$ cat src/design/lse_pkg.sv
// ----------------------------------------------------------------------------
// LED strip effect engine package
// Shared types, register map and constants of the LED strip effect engine.
// ----------------------------------------------------------------------------
package lse_pkg;

  // Widths fixed by the register map and the result fields.
  localparam int ADDR_W    = 5;
  localparam int DATA_W    = 32;
  localparam int CH_W      = 8;
  localparam int COLOR_W   = 3 * CH_W;
  localparam int IDX_W     = 4;
  localparam int IVL_W     = 16;
  localparam int STRIP_W   = 5;
  localparam int MAX_LEDS_DEF = 16;

  // Effect constants.
  localparam logic [CH_W-1:0] FADE_STEP = 8'd15;
  localparam logic [CH_W-1:0] FULL      = 8'hFF;
  localparam logic [CH_W-1:0] FADE_RST  = 8'd4;
  localparam logic [CH_W-1:0] BLINK_RST = 8'd1;

  // Register reset values.
  localparam logic [CH_W-1:0]    BRIGHT_RST = 8'd255;
  localparam logic [IVL_W-1:0]   IVL_RST    = 16'd50;
  localparam logic [CH_W-1:0]    PERIOD_RST = 8'd5;
  localparam logic [STRIP_W-1:0] STRIP_RST  = 5'd9;

  typedef enum logic [1:0] {
    MODE_OFF   = 2'd0,
    MODE_ON    = 2'd1,
    MODE_BLINK = 2'd2,
    MODE_FADE  = 2'd3
  } lse_mode_t;

  // Register index, taken from the word address.
  typedef enum logic [2:0] {
    REG_MODE     = 3'd0,
    REG_COLOR    = 3'd1,
    REG_BRIGHT   = 3'd2,
    REG_INTERVAL = 3'd3,
    REG_PERIOD   = 3'd4,
    REG_STRIP    = 3'd5
  } lse_reg_t;

  typedef struct packed {
    lse_mode_t            effect_mode;
    logic [COLOR_W-1:0]   base_color;
    logic [CH_W-1:0]      brightness;
    logic [IVL_W-1:0]     update_interval;
    logic [CH_W-1:0]      blink_period;
    logic [STRIP_W-1:0]   strip_length;
  } lse_cfg_t;

  // Frame request from the effect logic to the LED sender.
  typedef struct packed {
    logic               start;
    logic [COLOR_W-1:0] color;
  } lse_frame_t;

endpackage

$ cat src/design/lse_apb_regs.sv
// ----------------------------------------------------------------------------
// LED strip effect engine register file
// APB-style register block holding the effect configuration.
// ----------------------------------------------------------------------------
module lse_apb_regs (
  input  logic                       clk,
  input  logic                       rst_n,
  input  logic                       psel,
  input  logic                       penable,
  input  logic                       pwrite,
  input  logic [lse_pkg::ADDR_W-1:0] paddr,
  input  logic [lse_pkg::DATA_W-1:0] pwdata,
  output logic [lse_pkg::DATA_W-1:0] prdata,
  output logic                       pready,
  output lse_pkg::lse_cfg_t          cfg
);
  import lse_pkg::*;

  lse_cfg_t cfg_r;
  lse_cfg_t cfg_nxt;
  lse_reg_t reg_sel;
  logic     wr_en;

  assign pready  = 1'b1;
  assign reg_sel = lse_reg_t'(paddr[ADDR_W-1:2]);
  assign wr_en   = psel && penable && pwrite && pready;
  assign cfg     = cfg_r;

  // Write decode.
  always_comb begin
    cfg_nxt = cfg_r;
    if (wr_en) begin
      case (reg_sel)
        REG_MODE:     cfg_nxt.effect_mode     = lse_mode_t'(pwdata[1:0]);
        REG_COLOR:    cfg_nxt.base_color      = pwdata[COLOR_W-1:0];
        REG_BRIGHT:   cfg_nxt.brightness      = pwdata[CH_W-1:0];
        REG_INTERVAL: cfg_nxt.update_interval = pwdata[IVL_W-1:0];
        REG_PERIOD:   cfg_nxt.blink_period    = pwdata[CH_W-1:0];
        REG_STRIP:    cfg_nxt.strip_length    = pwdata[STRIP_W-1:0];
        default:      cfg_nxt = cfg_r;
      endcase
    end
  end

  always_ff @(posedge clk) begin
    if (!rst_n) begin
      cfg_r.effect_mode     <= MODE_OFF;
      cfg_r.base_color      <= '0;
      cfg_r.brightness      <= BRIGHT_RST;
      cfg_r.update_interval <= IVL_RST;
      cfg_r.blink_period    <= PERIOD_RST;
      cfg_r.strip_length    <= STRIP_RST;
    end else begin
      cfg_r <= cfg_nxt;
    end
  end

  // Read mux, values zero-extended to the bus width.
  always_comb begin
    case (reg_sel)
      REG_MODE:     prdata = DATA_W'(cfg_r.effect_mode);
      REG_COLOR:    prdata = DATA_W'(cfg_r.base_color);
      REG_BRIGHT:   prdata = DATA_W'(cfg_r.brightness);
      REG_INTERVAL: prdata = DATA_W'(cfg_r.update_interval);
      REG_PERIOD:   prdata = DATA_W'(cfg_r.blink_period);
      REG_STRIP:    prdata = DATA_W'(cfg_r.strip_length);
      default:      prdata = '0;
    endcase
  end

endmodule

$ cat src/design/lse_effect.sv
// ----------------------------------------------------------------------------
// LED strip effect engine effect logic
// Tick counter and per-update color computation for all effect modes.
// ----------------------------------------------------------------------------
module lse_effect (
  input  logic                clk,
  input  logic                rst_n,
  input  lse_pkg::lse_cfg_t   cfg,
  input  logic                tick_step,
  output logic                upd_due,
  output lse_pkg::lse_frame_t frame
);
  import lse_pkg::*;

  logic [IVL_W-1:0]   ticks_r, ticks_nxt;
  logic [CH_W-1:0]    fade_r, fade_nxt;
  logic               rising_r, rising_nxt;
  logic [CH_W-1:0]    blink_cnt_r, blink_cnt_nxt;
  logic               lit_r, lit_nxt;
  logic [COLOR_W-1:0] color_r, color_nxt;
  logic               start;

  logic [CH_W-1:0]    cut;
  logic [CH_W-1:0]    dim_r, dim_g, dim_b;
  logic [COLOR_W-1:0] dimmed;
  logic [CH_W:0]      fade_sum;
  logic [CH_W-1:0]    fade_lvl;
  logic               fade_dir;
  logic [CH_W-1:0]    scale;
  logic [2*CH_W-1:0]  prod_r, prod_g, prod_b;
  logic [CH_W-1:0]    blink_dec;

  assign upd_due     = (ticks_r == '0);
  assign start       = tick_step && upd_due;
  assign frame.start = start;
  assign frame.color = color_r;

  // Dimming: each channel minus (255 - brightness), floored at zero.
  assign cut   = ~cfg.brightness;
  assign dim_r = (cfg.base_color[23:16] > cut) ? cfg.base_color[23:16] - cut : '0;
  assign dim_g = (cfg.base_color[15:8]  > cut) ? cfg.base_color[15:8]  - cut : '0;
  assign dim_b = (cfg.base_color[7:0]   > cut) ? cfg.base_color[7:0]   - cut : '0;
  assign dimmed = {dim_r, dim_g, dim_b};

  // Fade level step with clamping and direction turn at the ends.
  assign fade_sum = {1'b0, fade_r} + {1'b0, FADE_STEP};
  always_comb begin
    fade_lvl = fade_r;
    fade_dir = rising_r;
    if (rising_r) begin
      if (fade_sum >= {1'b0, FULL}) begin
        fade_lvl = FULL;
        fade_dir = 1'b0;
      end else begin
        fade_lvl = fade_sum[CH_W-1:0];
      end
    end else begin
      if (fade_r <= FADE_STEP) begin
        fade_lvl = '0;
        fade_dir = 1'b1;
      end else begin
        fade_lvl = fade_r - FADE_STEP;
      end
    end
  end

  // Scale the dimmed color by (255 - level), keeping the high byte.
  assign scale  = ~fade_lvl;
  assign prod_r = dim_r * scale;
  assign prod_g = dim_g * scale;
  assign prod_b = dim_b * scale;

  assign blink_dec = blink_cnt_r - 8'd1;

  // Next state on an accepted tick.
  always_comb begin
    ticks_nxt     = ticks_r;
    fade_nxt      = fade_r;
    rising_nxt    = rising_r;
    blink_cnt_nxt = blink_cnt_r;
    lit_nxt       = lit_r;
    color_nxt     = color_r;
    if (tick_step) begin
      if (!upd_due) begin
        ticks_nxt = ticks_r - 16'd1;
      end else begin
        ticks_nxt = (cfg.update_interval == '0) ? '0 : cfg.update_interval - 16'd1;
        case (cfg.effect_mode)
          MODE_ON: begin
            color_nxt = dimmed;
          end
          MODE_BLINK: begin
            if (blink_dec == '0) begin
              blink_cnt_nxt = cfg.blink_period;
              lit_nxt       = !lit_r;
              color_nxt     = lit_r ? '0 : dimmed;
            end else begin
              blink_cnt_nxt = blink_dec;
            end
          end
          MODE_FADE: begin
            fade_nxt   = fade_lvl;
            rising_nxt = fade_dir;
            color_nxt  = {prod_r[2*CH_W-1:CH_W], prod_g[2*CH_W-1:CH_W],
                          prod_b[2*CH_W-1:CH_W]};
          end
          default: begin
            color_nxt = '0;
          end
        endcase
      end
    end
  end

  always_ff @(posedge clk) begin
    if (!rst_n) begin
      ticks_r     <= '0;
      fade_r      <= FADE_RST;
      rising_r    <= 1'b1;
      blink_cnt_r <= BLINK_RST;
      lit_r       <= 1'b0;
      color_r     <= '0;
    end else begin
      ticks_r     <= ticks_nxt;
      fade_r      <= fade_nxt;
      rising_r    <= rising_nxt;
      blink_cnt_r <= blink_cnt_nxt;
      lit_r       <= lit_nxt;
      color_r     <= color_nxt;
    end
  end

endmodule

$ cat src/design/lse_frame_tx.sv
// ----------------------------------------------------------------------------
// LED strip effect engine frame sender
// Emits the shared color once per LED of the strip through an output register.
// ----------------------------------------------------------------------------
module lse_frame_tx #(
  parameter int MAX_LEDS = lse_pkg::MAX_LEDS_DEF
) (
  input  logic                        clk,
  input  logic                        rst_n,
  input  lse_pkg::lse_frame_t         frame,
  input  logic [lse_pkg::STRIP_W-1:0] strip_length,
  output logic                        busy,
  output logic                        out_valid,
  input  logic                        out_ready,
  output logic [lse_pkg::IDX_W-1:0]   out_led_index,
  output logic [lse_pkg::CH_W-1:0]    out_red,
  output logic [lse_pkg::CH_W-1:0]    out_green,
  output logic [lse_pkg::CH_W-1:0]    out_blue,
  output logic                        out_last
);
  import lse_pkg::*;

  localparam int CntW = $clog2(MAX_LEDS + 1);

  logic [CntW-1:0]    len_r, len_nxt;
  logic [CntW-1:0]    idx_r, idx_nxt;
  logic [CntW-1:0]    len_sat;
  logic               load;
  logic               vld_r, vld_nxt;
  logic [IDX_W-1:0]   index_r;
  logic [COLOR_W-1:0] color_r;
  logic               last_r;

  // Strip length saturated to the LED count the sender supports.
  assign len_sat = (32'(strip_length) > 32'(MAX_LEDS)) ? CntW'(MAX_LEDS)
                                                       : CntW'(strip_length);

  assign busy = (idx_r != len_r);
  assign load = busy && (!vld_r || out_ready);

  // LED counter: a frame start loads the length, each loaded beat advances.
  always_comb begin
    len_nxt = len_r;
    idx_nxt = idx_r;
    if (frame.start) begin
      len_nxt = len_sat;
      idx_nxt = '0;
    end else if (load) begin
      idx_nxt = idx_r + CntW'(1);
    end
    vld_nxt = load || (vld_r && !out_ready);
  end

  always_ff @(posedge clk) begin
    if (!rst_n) begin
      len_r <= '0;
      idx_r <= '0;
      vld_r <= 1'b0;
    end else begin
      len_r <= len_nxt;
      idx_r <= idx_nxt;
      vld_r <= vld_nxt;
    end
  end

  // Output payload register.
  always_ff @(posedge clk) begin
    if (load) begin
      index_r <= IDX_W'(idx_r);
      color_r <= frame.color;
      last_r  <= (idx_r + CntW'(1) == len_r);
    end
  end

  assign out_valid     = vld_r;
  assign out_led_index = index_r;
  assign out_red       = color_r[23:16];
  assign out_green     = color_r[15:8];
  assign out_blue      = color_r[7:0];
  assign out_last      = last_r;

endmodule

$ cat src/design/led_strip_effect_engine.sv
// ----------------------------------------------------------------------------
// LED strip effect engine
// Throughput: one tick beat per cycle while in_ready is high; an updating tick
// sends strip_length beats, capped at MAX_LEDS, one per cycle unless out_ready
// stalls, and the next updating tick waits until the last is in the output register.
// Reset is synchronous, active low, and restores all state but the output payload.
// ----------------------------------------------------------------------------
module led_strip_effect_engine #(
  parameter int MAX_LEDS = lse_pkg::MAX_LEDS_DEF
) (
  input  logic                       clk,
  input  logic                       rst_n,
  input  logic                       psel,
  input  logic                       penable,
  input  logic                       pwrite,
  input  logic [lse_pkg::ADDR_W-1:0] paddr,
  input  logic [lse_pkg::DATA_W-1:0] pwdata,
  output logic [lse_pkg::DATA_W-1:0] prdata,
  output logic                       pready,
  input  logic                       in_valid,
  output logic                       in_ready,
  input  logic                       in_tick,
  output logic                       out_valid,
  input  logic                       out_ready,
  output logic [lse_pkg::IDX_W-1:0]  out_led_index,
  output logic [lse_pkg::CH_W-1:0]   out_red,
  output logic [lse_pkg::CH_W-1:0]   out_green,
  output logic [lse_pkg::CH_W-1:0]   out_blue,
  output logic                       out_last
);
  import lse_pkg::*;

  lse_cfg_t   cfg;
  lse_frame_t frame;
  logic       upd_due;
  logic       tx_busy;
  logic       tick_step;

  // A tick that would start a frame waits while the sender still has LEDs.
  assign in_ready  = !tx_busy || !upd_due;
  assign tick_step = in_valid && in_ready && in_tick;

  lse_apb_regs u_regs (
    .clk     (clk),
    .rst_n   (rst_n),
    .psel    (psel),
    .penable (penable),
    .pwrite  (pwrite),
    .paddr   (paddr),
    .pwdata  (pwdata),
    .prdata  (prdata),
    .pready  (pready),
    .cfg     (cfg)
  );

  lse_effect u_effect (
    .clk       (clk),
    .rst_n     (rst_n),
    .cfg       (cfg),
    .tick_step (tick_step),
    .upd_due   (upd_due),
    .frame     (frame)
  );

  lse_frame_tx #(
    .MAX_LEDS (MAX_LEDS)
  ) u_tx (
    .clk           (clk),
    .rst_n         (rst_n),
    .frame         (frame),
    .strip_length  (cfg.strip_length),
    .busy          (tx_busy),
    .out_valid     (out_valid),
    .out_ready     (out_ready),
    .out_led_index (out_led_index),
    .out_red       (out_red),
    .out_green     (out_green),
    .out_blue      (out_blue),
    .out_last      (out_last)
  );

endmodule
$ cat config.mk
export PLATFORM = sky130hd
export DESIGN_NAME = led_strip_effect_engine
export DESIGN_NICKNAME = d
export VERILOG_FILES = /design/src/design/lse_pkg.sv /design/src/design/lse_apb_regs.sv /design/src/design/lse_effect.sv /design/src/design/lse_frame_tx.sv /design/src/design/led_strip_effect_engine.sv
export SDC_FILE = /design/constraint.sdc
export NUM_CORES = 1
export LEC_CHECK = 0
export BUFFER_PORTS_ARGS = -buffer_cell sky130_fd_sc_hd__buf_2
export CELL_PAD_IN_SITES_DETAIL_PLACEMENT = 0
export CELL_PAD_IN_SITES_GLOBAL_PLACEMENT = 2
export CORE_MARGIN = 4
export CORE_UTILIZATION = 38
export CTS_BUF_LIST = sky130_fd_sc_hd__clkbuf_8 sky130_fd_sc_hd__clkbuf_16
export DETAILED_ROUTE_END_ITERATION = 6
export PLACE_DENSITY = 0.89
export SYNTH_ARGS = -nofsm -noshare
export SYNTH_HDL_FRONTEND = slang
export SYNTH_SLANG_ARGS = --single-unit
$ cat constraint.sdc
create_clock -name clk -period 9.05 [get_ports clk]
set_input_delay 0.4525 -clock clk [delete_from_list [all_inputs] [get_ports clk]]
set_output_delay 0.4525 -clock clk [all_outputs]
set_load 0.05 [all_outputs]
Word-level counts from Yosys, hierarchy flattened
Cells that the tools add are included.
{"block": "totals", "regBits": 161, "latch_bits": 0, "ramBits": 0, "rom_bits": 0, "in_bits": 45, "output_inout_bits": 64, "word_cells": 97, "n_memories": 0}
{"block": "classes", "add_sub_neg": 9, "multipliers": 3, "div_mod_pow": 0, "n_lt_le_gt_ge": 6, "eq_ne": 11, "n_shift": 0, "muxes": 17, "bitwise_logic": 3, "n_reduce_logical": 30}
{"op": "$pmux W24 S6", "count": 1}
{"op": "$pmux W24 S3", "count": 1}
{"op": "$mux W8", "count": 7}
{"op": "$mul A8 B8 Y16", "count": 3}
{"op": "$mux W24", "count": 2}
{"op": "$logic_not A16 Y1", "count": 2}
{"op": "$mux W16", "count": 2}
{"op": "$sub A16 B1 Y16 const B", "count": 2}
{"op": "$gt A8 B8 Y1", "count": 3}
{"op": "$sub A8 B8 Y8", "count": 3}
{"op": "$not A8 Y8", "count": 2}
{"op": "$reduce_and A2 Y1", "count": 6}
{"op": "$add A8 B4 Y9 const B", "count": 1}
{"op": "$ge A9 B8 Y1 const B", "count": 1}
{"op": "$reduce_and A3 Y1", "count": 3}
{"op": "$le A8 B4 Y1 const B", "count": 1}
{"op": "$logic_not A8 Y1", "count": 1}
{"op": "$sub A8 B1 Y8 const B", "count": 1}
{"op": "$sub A8 B4 Y8 const B", "count": 1}
{"op": "$logic_and A1 B1 Y1", "count": 7}
{"op": "$eq A3 B2 Y1 const B", "count": 2}
{"op": "$eq A3 B3 Y1 const B", "count": 2}
{"op": "$add A5 B1 Y5 const B", "count": 1}
{"op": "$eq A5 B5 Y1", "count": 1}
{"op": "other kinds (14)", "count": 23}

Depth between registers and ports, before layout
Gate-level depths: netlist (run 1).
{"block": "depth", "word_depth": 7, "depth_mapped": 32, "ltp_nobuf": 28}

Cells and area by module
A second synthesis (run 1) with hierarchy kept.
{"block": "unflattened", "hier_cells": 1786, "area_unflattened_um2": 15178.3}
{"module": "lse_effect", "n_inst": 1, "cells_per_inst": 1342, "area_each_um2": 10533.9, "seq_area_each_um2": 1161.1}
{"module": "lse_apb_regs", "n_inst": 1, "cells_per_inst": 332, "area_each_um2": 3085.5, "seq_area_each_um2": 1261.2}
{"module": "lse_frame_tx", "n_inst": 1, "cells_per_inst": 110, "area_each_um2": 1549.0, "seq_area_each_um2": 1091.0}
{"module": "led_strip_effect_engine", "n_inst": 1, "cells_per_inst": 2, "area_each_um2": 10.0, "seq_area_each_um2": 0.0}

Least setup slack after synthesis (run 1)
Ideal clock, no wire load.
{"block": "synth_timing", "path_type": "register -> register", "start": "reg u_effect.fade_r[0]", "end": "reg u_effect.color_r[5]", "setup_ns": 0.128, "arrival_time_ns": 7.141, "required_ns": 8.922, "path_slack_ns": 1.781, "stages_incl_launch_ff": 29, "n_path_buf": 4, "synth_period_minus_slack_ns": 7.269, "cell_sequence": "dfxtp_1 -> buf_2 -> inv_1 -> ha_1 -> or3b_2 -> buf_2 -> xnor2_1 -> a2111oi_1 -> o21ai_0 -> and3_1 -> buf_2 -> a21o_1 -> a222oi_1 -> buf_2 -> nor2_1 -> fa_1 -> fa_1 -> fa_1 -> inv_1 -> fa_1 -> inv_1 -> ha_1 -> a21o_1 -> a221o_1 -> a41o_1 -> a41oi_1 -> nor2b_1 -> xor2_1 -> o21ai_1"}
{"block": "synth_via", "elab_chain_cells": 7, "elab_cells_between_ends": 10, "cone_classes": "2 x add/sub; 1 x mul; 2 x order compare; 4 x mux; 1 x bitwise"}
{"item": "from (decl)", "line_no": "lse_effect.sv:16", "rtl": "logic [CH_W-1:0] fade_r, fade_nxt;"}
{"item": "from (signal assigned)", "line_no": "lse_effect.sv:125", "rtl": "fade_r <= fade_nxt;"}
{"item": "$add A8 B4 Y9", "line_no": "lse_effect.sv:46", "rtl": "assign fade_sum = {1'b0, fade_r} + {1'b0, FADE_STEP};"}
{"item": "$ge A9 B8 Y1", "line_no": "lse_effect.sv:51", "rtl": "if (fade_sum >= {1'b0, FULL}) begin"}
{"item": "$mux W8", "line_no": "lse_effect.sv:51"}
{"item": "$mux W8 (*)", "line_no": "lse_effect.sv:50", "rtl": "if (rising_r) begin"}
{"item": "$not A8 Y8 (*)", "line_no": "lse_effect.sv:68", "rtl": "assign scale = ~fade_lvl;"}
{"item": "$mul A8 B8 Y16 (*)", "line_no": "lse_effect.sv:71", "rtl": "assign prod_b = dim_b * scale;"}
{"item": "$pmux W24 S3 (*)", "line_no": "lse_effect.sv:88", "rtl": "case (cfg.effect_mode)"}
{"item": "to (signal assigned)", "line_no": "lse_effect.sv:129", "rtl": "color_r <= color_nxt;"}
{"item": "to (decl)", "line_no": "lse_effect.sv:20", "rtl": "logic [COLOR_W-1:0] color_r, color_nxt;"}
Every way passes the cells marked *; elsewhere a longest branch is shown, timed or not.
A chain may end at the register's enable or synchronous reset.

Worst setup path after layout (run 1)
{"block": "layout_timing", "start": "reg u_effect.fade_r[0]", "end": "reg u_effect.color_r[23]"}
{"block": "layout_via", "elab_chain_cells": 7, "elab_cells_between_ends": 10, "cone_classes": "2 x add/sub; 1 x mul; 2 x order compare; 4 x mux; 1 x bitwise"}
{"item": "$add A8 B4 Y9", "line_no": "lse_effect.sv:46"}
{"item": "$ge A9 B8 Y1", "line_no": "lse_effect.sv:51"}
{"item": "$mux W8", "line_no": "lse_effect.sv:51"}
{"item": "$mux W8 (*)", "line_no": "lse_effect.sv:50"}
{"item": "$not A8 Y8 (*)", "line_no": "lse_effect.sv:68"}
{"item": "$mul A8 B8 Y16 (*)", "line_no": "lse_effect.sv:69", "rtl": "assign prod_r = dim_r * scale;"}
{"item": "$pmux W24 S3 (*)", "line_no": "lse_effect.sv:88"}
Marked as above.

==> results of run 1 <==
power by group:
group | leakage (nW) | internal (mW) | switching (mW)
registers | 1.35 | 0.874 | 0.0583
clock network | 0.303 | 0.446 | 0.340
logic | 5.58 | 0.331 | 0.871
total | 7.23 | 1.65 | 1.27
Yosys cell counts (3+ instances only):
| cell type | instances |
|---|---|
| nor2_1 | 239 |
| nand2_1 | 182 |
| inv_1 | 149 |
| dfxtp_1 | 132 |
| ha_1 | 131 |
| fa_1 | 108 |
| o21ai_0 | 70 |
| clkbuf_1 | 66 |
| a21boi_0 | 59 |
| xnor2_1 | 45 |
| a21oi_1 | 39 |
| or2_2 | 38 |
| nor2b_1 | 36 |
| nand3_1 | 35 |
| nor3_1 | 35 |
| mux2i_1 | 34 |
| edfxtp_1 | 29 |
| xor2_1 | 20 |
| a22oi_1 | 19 |
| nand2b_1 | 19 |
| nand4_1 | 17 |
| a21o_1 | 15 |
| and2_1 | 14 |
| nor4_1 | 13 |
| buf_2 | 12 |
| o21ai_1 | 12 |
| buf_4 | 11 |
| o22ai_1 | 11 |
| a31oi_1 | 10 |
| o21a_1 | 10 |
| o2bb2a_4 | 10 |
| nand3b_1 | 9 |
| o211ai_1 | 9 |
| nor3b_1 | 8 |
| and3_1 | 7 |
| o31ai_1 | 7 |
| or4_1 | 6 |
| mux2_2 | 5 |
| o221ai_1 | 5 |
| or3_1 | 5 |
| o2bb2ai_1 | 4 |
| and4_1 | 3 |
| or3b_2 | 3 |
stage by stage:
step,instance area (µm²),hold WS [ps],setup slack [ps]
after detailed placement,15500,419,1180
after global routing,16100,258,640
after CTS,16100,222,1170
after global placement,15500,413,1240
final,16100,245,1200
after floorplan,14700,399,1780
cells in the final DEF, fill, tap and decap left out, drive strengths merged, types with 38 or more instances in the layout:
| master | netlist | layout |
|---|---|---|
| dfxtp | 132 | 132 |
| xnor2 | 45 | 45 |
| or2 | 38 | 38 |
| nand2 | 182 | 182 |
| o21ai | 82 | 82 |
| fa | 108 | 108 |
| buf | 26 | 102 |
| inv | 150 | 155 |
| nor2 | 240 | 240 |
| a21oi | 40 | 40 |
| ha | 131 | 131 |
| a21boi | 60 | 60 |
cells by family (layout without fill, tap and decap cells):
logic type / Yosys count / after routing
AOI/OAI and AO/OA: 314 / 314
buffers and inverters: 242 / 284
DFF: 161 / 161
other: 2 / 9
muxes: 39 / 39
adders and majority gates: 239 / 239
and+or+nand+nor: 680 / 680
xor gates and xnor gates: 65 / 65
flip-flops by register name (all words and copies together), names as in the netlist:
name and flops:
u_regs.cfg 63, u_tx.out_led_index 4, u_tx.out_valid 1, u_effect.fade_r 8
u_tx.len_r 5, u_effect.color_r 24, u_tx.color_r 24, u_tx.out_last 1
u_tx.idx_r 5, u_effect.blink_cnt_r 8, u_effect.lit_r 1, u_effect.ticks_r 16
u_effect.rising_r 1
per-layer routing:
layer	vias up	global-route usage
met2	278	0.340
met5	-	0
met1	5984	0.261
li1	5954	-
met3	72	0.0306
met4	0	0.0581
final cells by class:
type	instances	area, µm²	share of cell area
Tap cell	511	639	0.0396
Sequential cell	161	3510	0.218
Inverter	150	563	0.0349
Clock buffer	18	439	0.0272
Timing Repair Buffer	102	546	0.0338
Multi-Input combinational cell	1346	10300	0.636
Clock inverter	14	176	0.0109
critical path, cell delays in order, from the launching register on:
cell and delay, ps:
dfxtp_1 450, inv_1 130, ha_1 260, or3b_2 560
xnor2_1 190, a2111oi_1 350, o21ai_0 140, and3_1 330
a221oi_1 350, a21o_1 660, buf_4 290, or2_2 130
fa_1 420, fa_1 510, inv_1 60, fa_1 520
fa_1 420, ha_1 300, o211ai_1 80, o21ba_2 260
a31oi_1 110, o31ai_1 580, nor4_1 100, nor3_1 250
xnor2_1 170, o2bb2ai_1 90
how the worst max path moves through the flow:
| stage | slack, ps | end | from | depth (start not counted) |
|---|---|---|---|---|
| final | 1200 | u_effect.color_r[23] | u_effect.fade_r[0] | 25 |
| after global routing | 640 | u_effect.color_r[11] | u_effect.fade_r[0] | 26 |
| after CTS | 1170 | u_effect.color_r[5] | u_effect.fade_r[0] | 24 |
| after detailed placement | 1180 | u_effect.color_r[5] | u_effect.fade_r[0] | 24 |
| after global placement | 1240 | u_effect.color_r[23] | u_effect.fade_r[0] | 25 |
| after floorplan | 1780 | u_effect.color_r[5] | u_effect.fade_r[0] | 28 |
==> impl_metrics.py, run 1 <==
metrics = {
    "sta": {
        "finalSetupTns_ps": 0,
        "rsz0062_at_grt": "false",
        "slew_viol_final": 0,
        "final-setup-viol-count": 0,
        "post-route-min-period_ps": 7850,
        "fin_crit_sh": 0.868,
        "timing.final.hold_violations": 0,
        "relSlewSlack": 0.236,
        "max_freq_ghz": 0.127,
        "worst_slew_pin_slew_ps": 1140,
        "clock_skew_ps": 13.4,
    },
    "synth": {
        "synth_cells": 1742,
        "yosys.area_share.simple": 0.217,
        "yosys.area_share.adder": 0.259,
        "muxShareOfSynthArea": 0.0270,
        "synth_ff_type": "dfxtp_1",
        "synth.area.top_cells": "dfxtp_1, fa_1, ha_1",
        "ys_types": 81,
        "synth_top_area_share": 0.180,
        "ys_ff_latch": 161,
        "avgSynthCellArea_um2": 8.44,
        "syn-cell-area_um2": 14700,
        "yosys_warnings": 0,
        "async_reset_ff_frac": 0,
        "synth-compound-area-share": 0.153,
        "synth_top_family_by_area": "adder cells",
        "synth_xor_area_frac": 0.0387,
        "synth_edf_count": 29,
        "ys_seq_area_frac": 0.239,
        "synth_top_cell_by_area": "dfxtp_1",
    },
    "detailed_routing": {
        "drtIter0Drc": 666,
        "viasPerCell": 5.34,
        "highest_layer": "met4",
        "detail_route.first_pass.iterations": 5,
        "wl_per_cell_um": 17.8,
        "drt_wl_total_um": 41100,
        "met2WireLength_um": 19700,
        "drcViolationCount": 0,
        "wl_met1_um": 18500,
        "wl_met3_um": 1840,
        "ant_nets": 0,
        "vias": 12288,
    },
    "setup_path": {
        "reg2reg_to": "u_effect.color_r[23]",
        "r2r_setup_slack_ps": 1200,
        "cp.arrival_ps": 8170,
        "r2r_start": "u_effect.fade_r[0]",
        "r2r_cells": 25,
        "worstSetupPathType": "flop to flop",
        "cp-start-kind": "flop",
        "worstSetupEndpointType": "flop",
        "crit_required_ps": 9370,
        "crit_fanout": 18,
    },
    "clocking": {
        "cts_hold_buffers": 0,
        "cts_resized": 0,
        "cts_setup_buffers": 0,
        "clockBufferDepth": 2,
        "path_clk_slew_ps": 80,
        "clk_latency_ps": 450,
        "htree_levels": 4,
        "root_buffer": "clkbuf_16",
        "clock-sinks": 161,
        "cts-buffers-inserted": 17,
        "cts_tree": "done",
    },
    "placement": {
        "place_hpwl_um": 30200,
        "numPlacedInstances": 2270,
        "gp_congestion": 0.851,
        "io_buffers": 89,
    },
    "die": {
        "dieArea_um2": 41900,
        "row_count": 71,
        "boundaryPins": 109,
        "die_w_um": 205,
        "start_util": 0.388,
        "die_h_um": 205,
        "core_um2": 37900,
    },
    "outcome": {
        "status": "finished clean",
    },
    "global_routing": {
        "grt_max_degree": 97,
        "grtUsageTotal": 0.199,
        "grt_pass1_wl_um": 66300,
        "grt_remaining_overflow": 0,
        "grt_pass1_vias": 12356,
        "antenna_found_initial": 0,
    },
    "final_layout": {
        "synthToLayoutAreaGrowth_pct": 9.84,
        "final_cells": 2302,
        "nets": 2062,
        "finish.utilization": 0.426,
        "fill_cells": 3857,
        "antenna_cells": 0,
        "drive_above_1_share": 0.114,
    },
    "min_path": {
        "hp-start": "pwdata[20]",
        "worstHoldEndpoint": "u_regs.cfg[57]",
        "worstHoldPathType": "input port to flop",
        "whs_path_depth": 3,
    },
    "power_and_ir_drop": {
        "power_density_nw_per_um2": 181,
        "total_power_mw": 2.92,
        "irDropWorstVdd_mv": 0.179,
        "leakage_nw": 7.23,
    },
    "run": {
        "maxCapViolations": 0,
    },
}
(Power assumes the default switching activity.)
==> run 2, diff against run 1 <==
Settings changed: CORE_ASPECT_RATIO from default to 1.5.
==> run 2 against run 1 <==
  * Cell count fell by 0.43%
  * Die area grew 0.15%
  * Count of clock-buffer cells in the layout unchanged
  * Wire length increased by 1.9%
  * Utilization is 0.27 points lower
  * Clock skew increased by 3.2 ps
  * Clock power increased by 2.9%
  * Global-route usage grew 0.16 points
  * Highest routed layer is now met5
==> impl_metrics.py, run 2 (synthesized netlist as in run 1, its figures left out) <==
metrics = {
    "detailed_routing": {
        "wl_per_cell_um": 18.3,
        "drt_wl_total_um": 41800,
        "viasPerCell": 5.39,
        "detail_route.first_pass.iterations": 7,
        "ant_nets": 0,
        "drtIter0Drc": 697,
        "drcViolationCount": 0,
        "vias": 12364,
    },
    "final_layout": {
        "mostFrequentLayoutCells": "nor2_1, nand2_1, inv_1, dfxtp_1, ha_1",
        "layout_commonest_cell": "nor2_1",
        "final_cells": 2292,
        "largest_reg_flops": 63,
        "drive_above_1_share": 0.119,
        "nets": 2068,
        "synthToLayoutAreaGrowth_pct": 10.2,
        "antenna_cells": 0,
    },
    "global_routing": {
        "grt_remaining_overflow": 0,
        "antenna_found_initial": 2,
        "grt_pass1_vias": 12791,
        "met1_usage": 0.221,
        "grt_util_met3": 0.0284,
        "grt_max_degree": 101,
        "use_met2": 0.377,
        "grtUsageTotal": 0.200,
        "grt_pass1_wl_um": 67300,
        "grt.busiest_layer": "met2",
    },
    "clocking": {
        "cts_tree": "done",
        "root_buffer": "clkbuf_16",
        "clk_latency_ps": 460,
        "htree_levels": 4,
        "cts_setup_buffers": 0,
        "cts_hold_buffers": 0,
        "cts_resized": 0,
        "clockBufferDepth": 2,
        "cts-buffers-inserted": 17,
        "path_clk_slew_ps": 70,
        "clock-sinks": 161,
    },
    "die": {
        "die_h_um": 249,
        "boundaryPins": 109,
        "start_util": 0.384,
        "core_um2": 38300,
        "dieArea_um2": 42000,
        "row_count": 88,
        "die_w_um": 169,
    },
    "setup_path": {
        "crit_path_top_delay_cell": "or3b_2",
        "cpMostUsedCell": "fa_1",
        "worstSetupPathType": "flop to flop",
        "worstSetupEndpointType": "flop",
        "crit_fanout": 17,
        "cpPeakStageDelay_ps": 570,
        "crit_required_ps": 9380,
        "cp-start-kind": "flop",
        "cp.arrival_ps": 8380,
    },
    "sta": {
        "fin_crit_sh": 0.889,
        "finalSetupTns_ps": 0,
        "final-setup-viol-count": 0,
        "whs_ps": 250,
        "final.setup.worst_slack_ps": 1000,
        "rsz0062_at_grt": "false",
        "worst_slew_pin_slew_ps": 1200,
        "post-route-min-period_ps": 8050,
        "slew_viol_final": 0,
        "clock_skew_ps": 16.6,
        "relSlewSlack": 0.192,
        "timing.final.hold_violations": 0,
        "max_freq_ghz": 0.124,
    },
    "power_and_ir_drop": {
        "comb_power_share": 0.421,
        "p_sw_frac": 0.444,
        "irDropWorstVdd_mv": 0.336,
        "p_sw_mw": 1.33,
        "power_density_nw_per_um2": 185,
        "leakage_nw": 7.27,
        "p_clk_frac": 0.270,
        "power_frac_seq": 0.309,
        "power.internal_mw": 1.67,
    },
    "outcome": {
        "status": "finished clean",
    },
    "run": {
        "maxCapViolations": 0,
    },
    "min_path": {
        "worstHoldPathType": "input port to flop",
    },
    "placement": {
        "place_hpwl_um": 32400,
        "numPlacedInstances": 2260,
        "gp_congestion": 0.868,
        "io_buffers": 89,
        "dp_slack_ps": 1000,
    },
}
[run 2: area by class of cell]
class | count | area, µm²
fillers | 3929 | 22100
multi-input cells | 1346 | 10300
flip-flops and latches | 161 | 3510
well taps | 495 | 619
repair buffers | 108 | 591
inverters | 150 | 563
clock buffers | 18 | 450
clock inverters | 14 | 188
[run 2: routing by layer]
metal,share of wire,vias to the layer above
li1,-,5973
met1,0.39,6058
met2,0.54,247
met3,0.030,82
met4,0.041,4
met5,0.00076,-
[run 2: power groups by stage]
stage	Combinational, mW	Clock, mW	Sequential [mW]
final	1.26	0.809	0.927
after global routing	1.38	0.855	0.943
after CTS	1.28	0.823	0.929
after detailed placement	1.27	0	0.945
after global placement	1.27	0	0.943
after floorplan	0.677	0	1.19
[run 2: worst paths after layout]
kind / to / cells past startpoint / slack, ps / from
worst max-delay path: u_effect.color_r[6] / 25 / 1000 / u_effect.fade_r[0]
worst min-delay path: u_regs.cfg[55] / 3 / 250 / pwdata[18]
worst max register to register: u_effect.color_r[6] / 25 / 1000 / u_effect.fade_r[0]
worst min register to register: u_tx.color_r[13] / 0 / 430 / u_effect.color_r[13]
[run 2: per-stage QoR]
| stage | power, mW | cell area (µm²) | util |
|---|---|---|---|
| after global routing | 3.18 | 16200 | 0.423 |
| after floorplan | 1.87 | 14700 | - |
| final | 3.00 | 16200 | 0.423 |
| after global placement | 2.21 | 15600 | 0.406 |
| after detailed placement | 2.22 | 15600 | 0.406 |
| after CTS | 3.03 | 16200 | 0.423 |
[run 2: critical path: cells and delay by family, from the launching register on]
family,cells,cell delay (ps)
adder cells (fa/ha/maj),6,2750
flip-flops,1,460
XOR/XNOR,2,400
AO/OA/AOI/OAI,10,2800
AND/OR/NAND/NOR,3,990
buffers and inverters,4,520
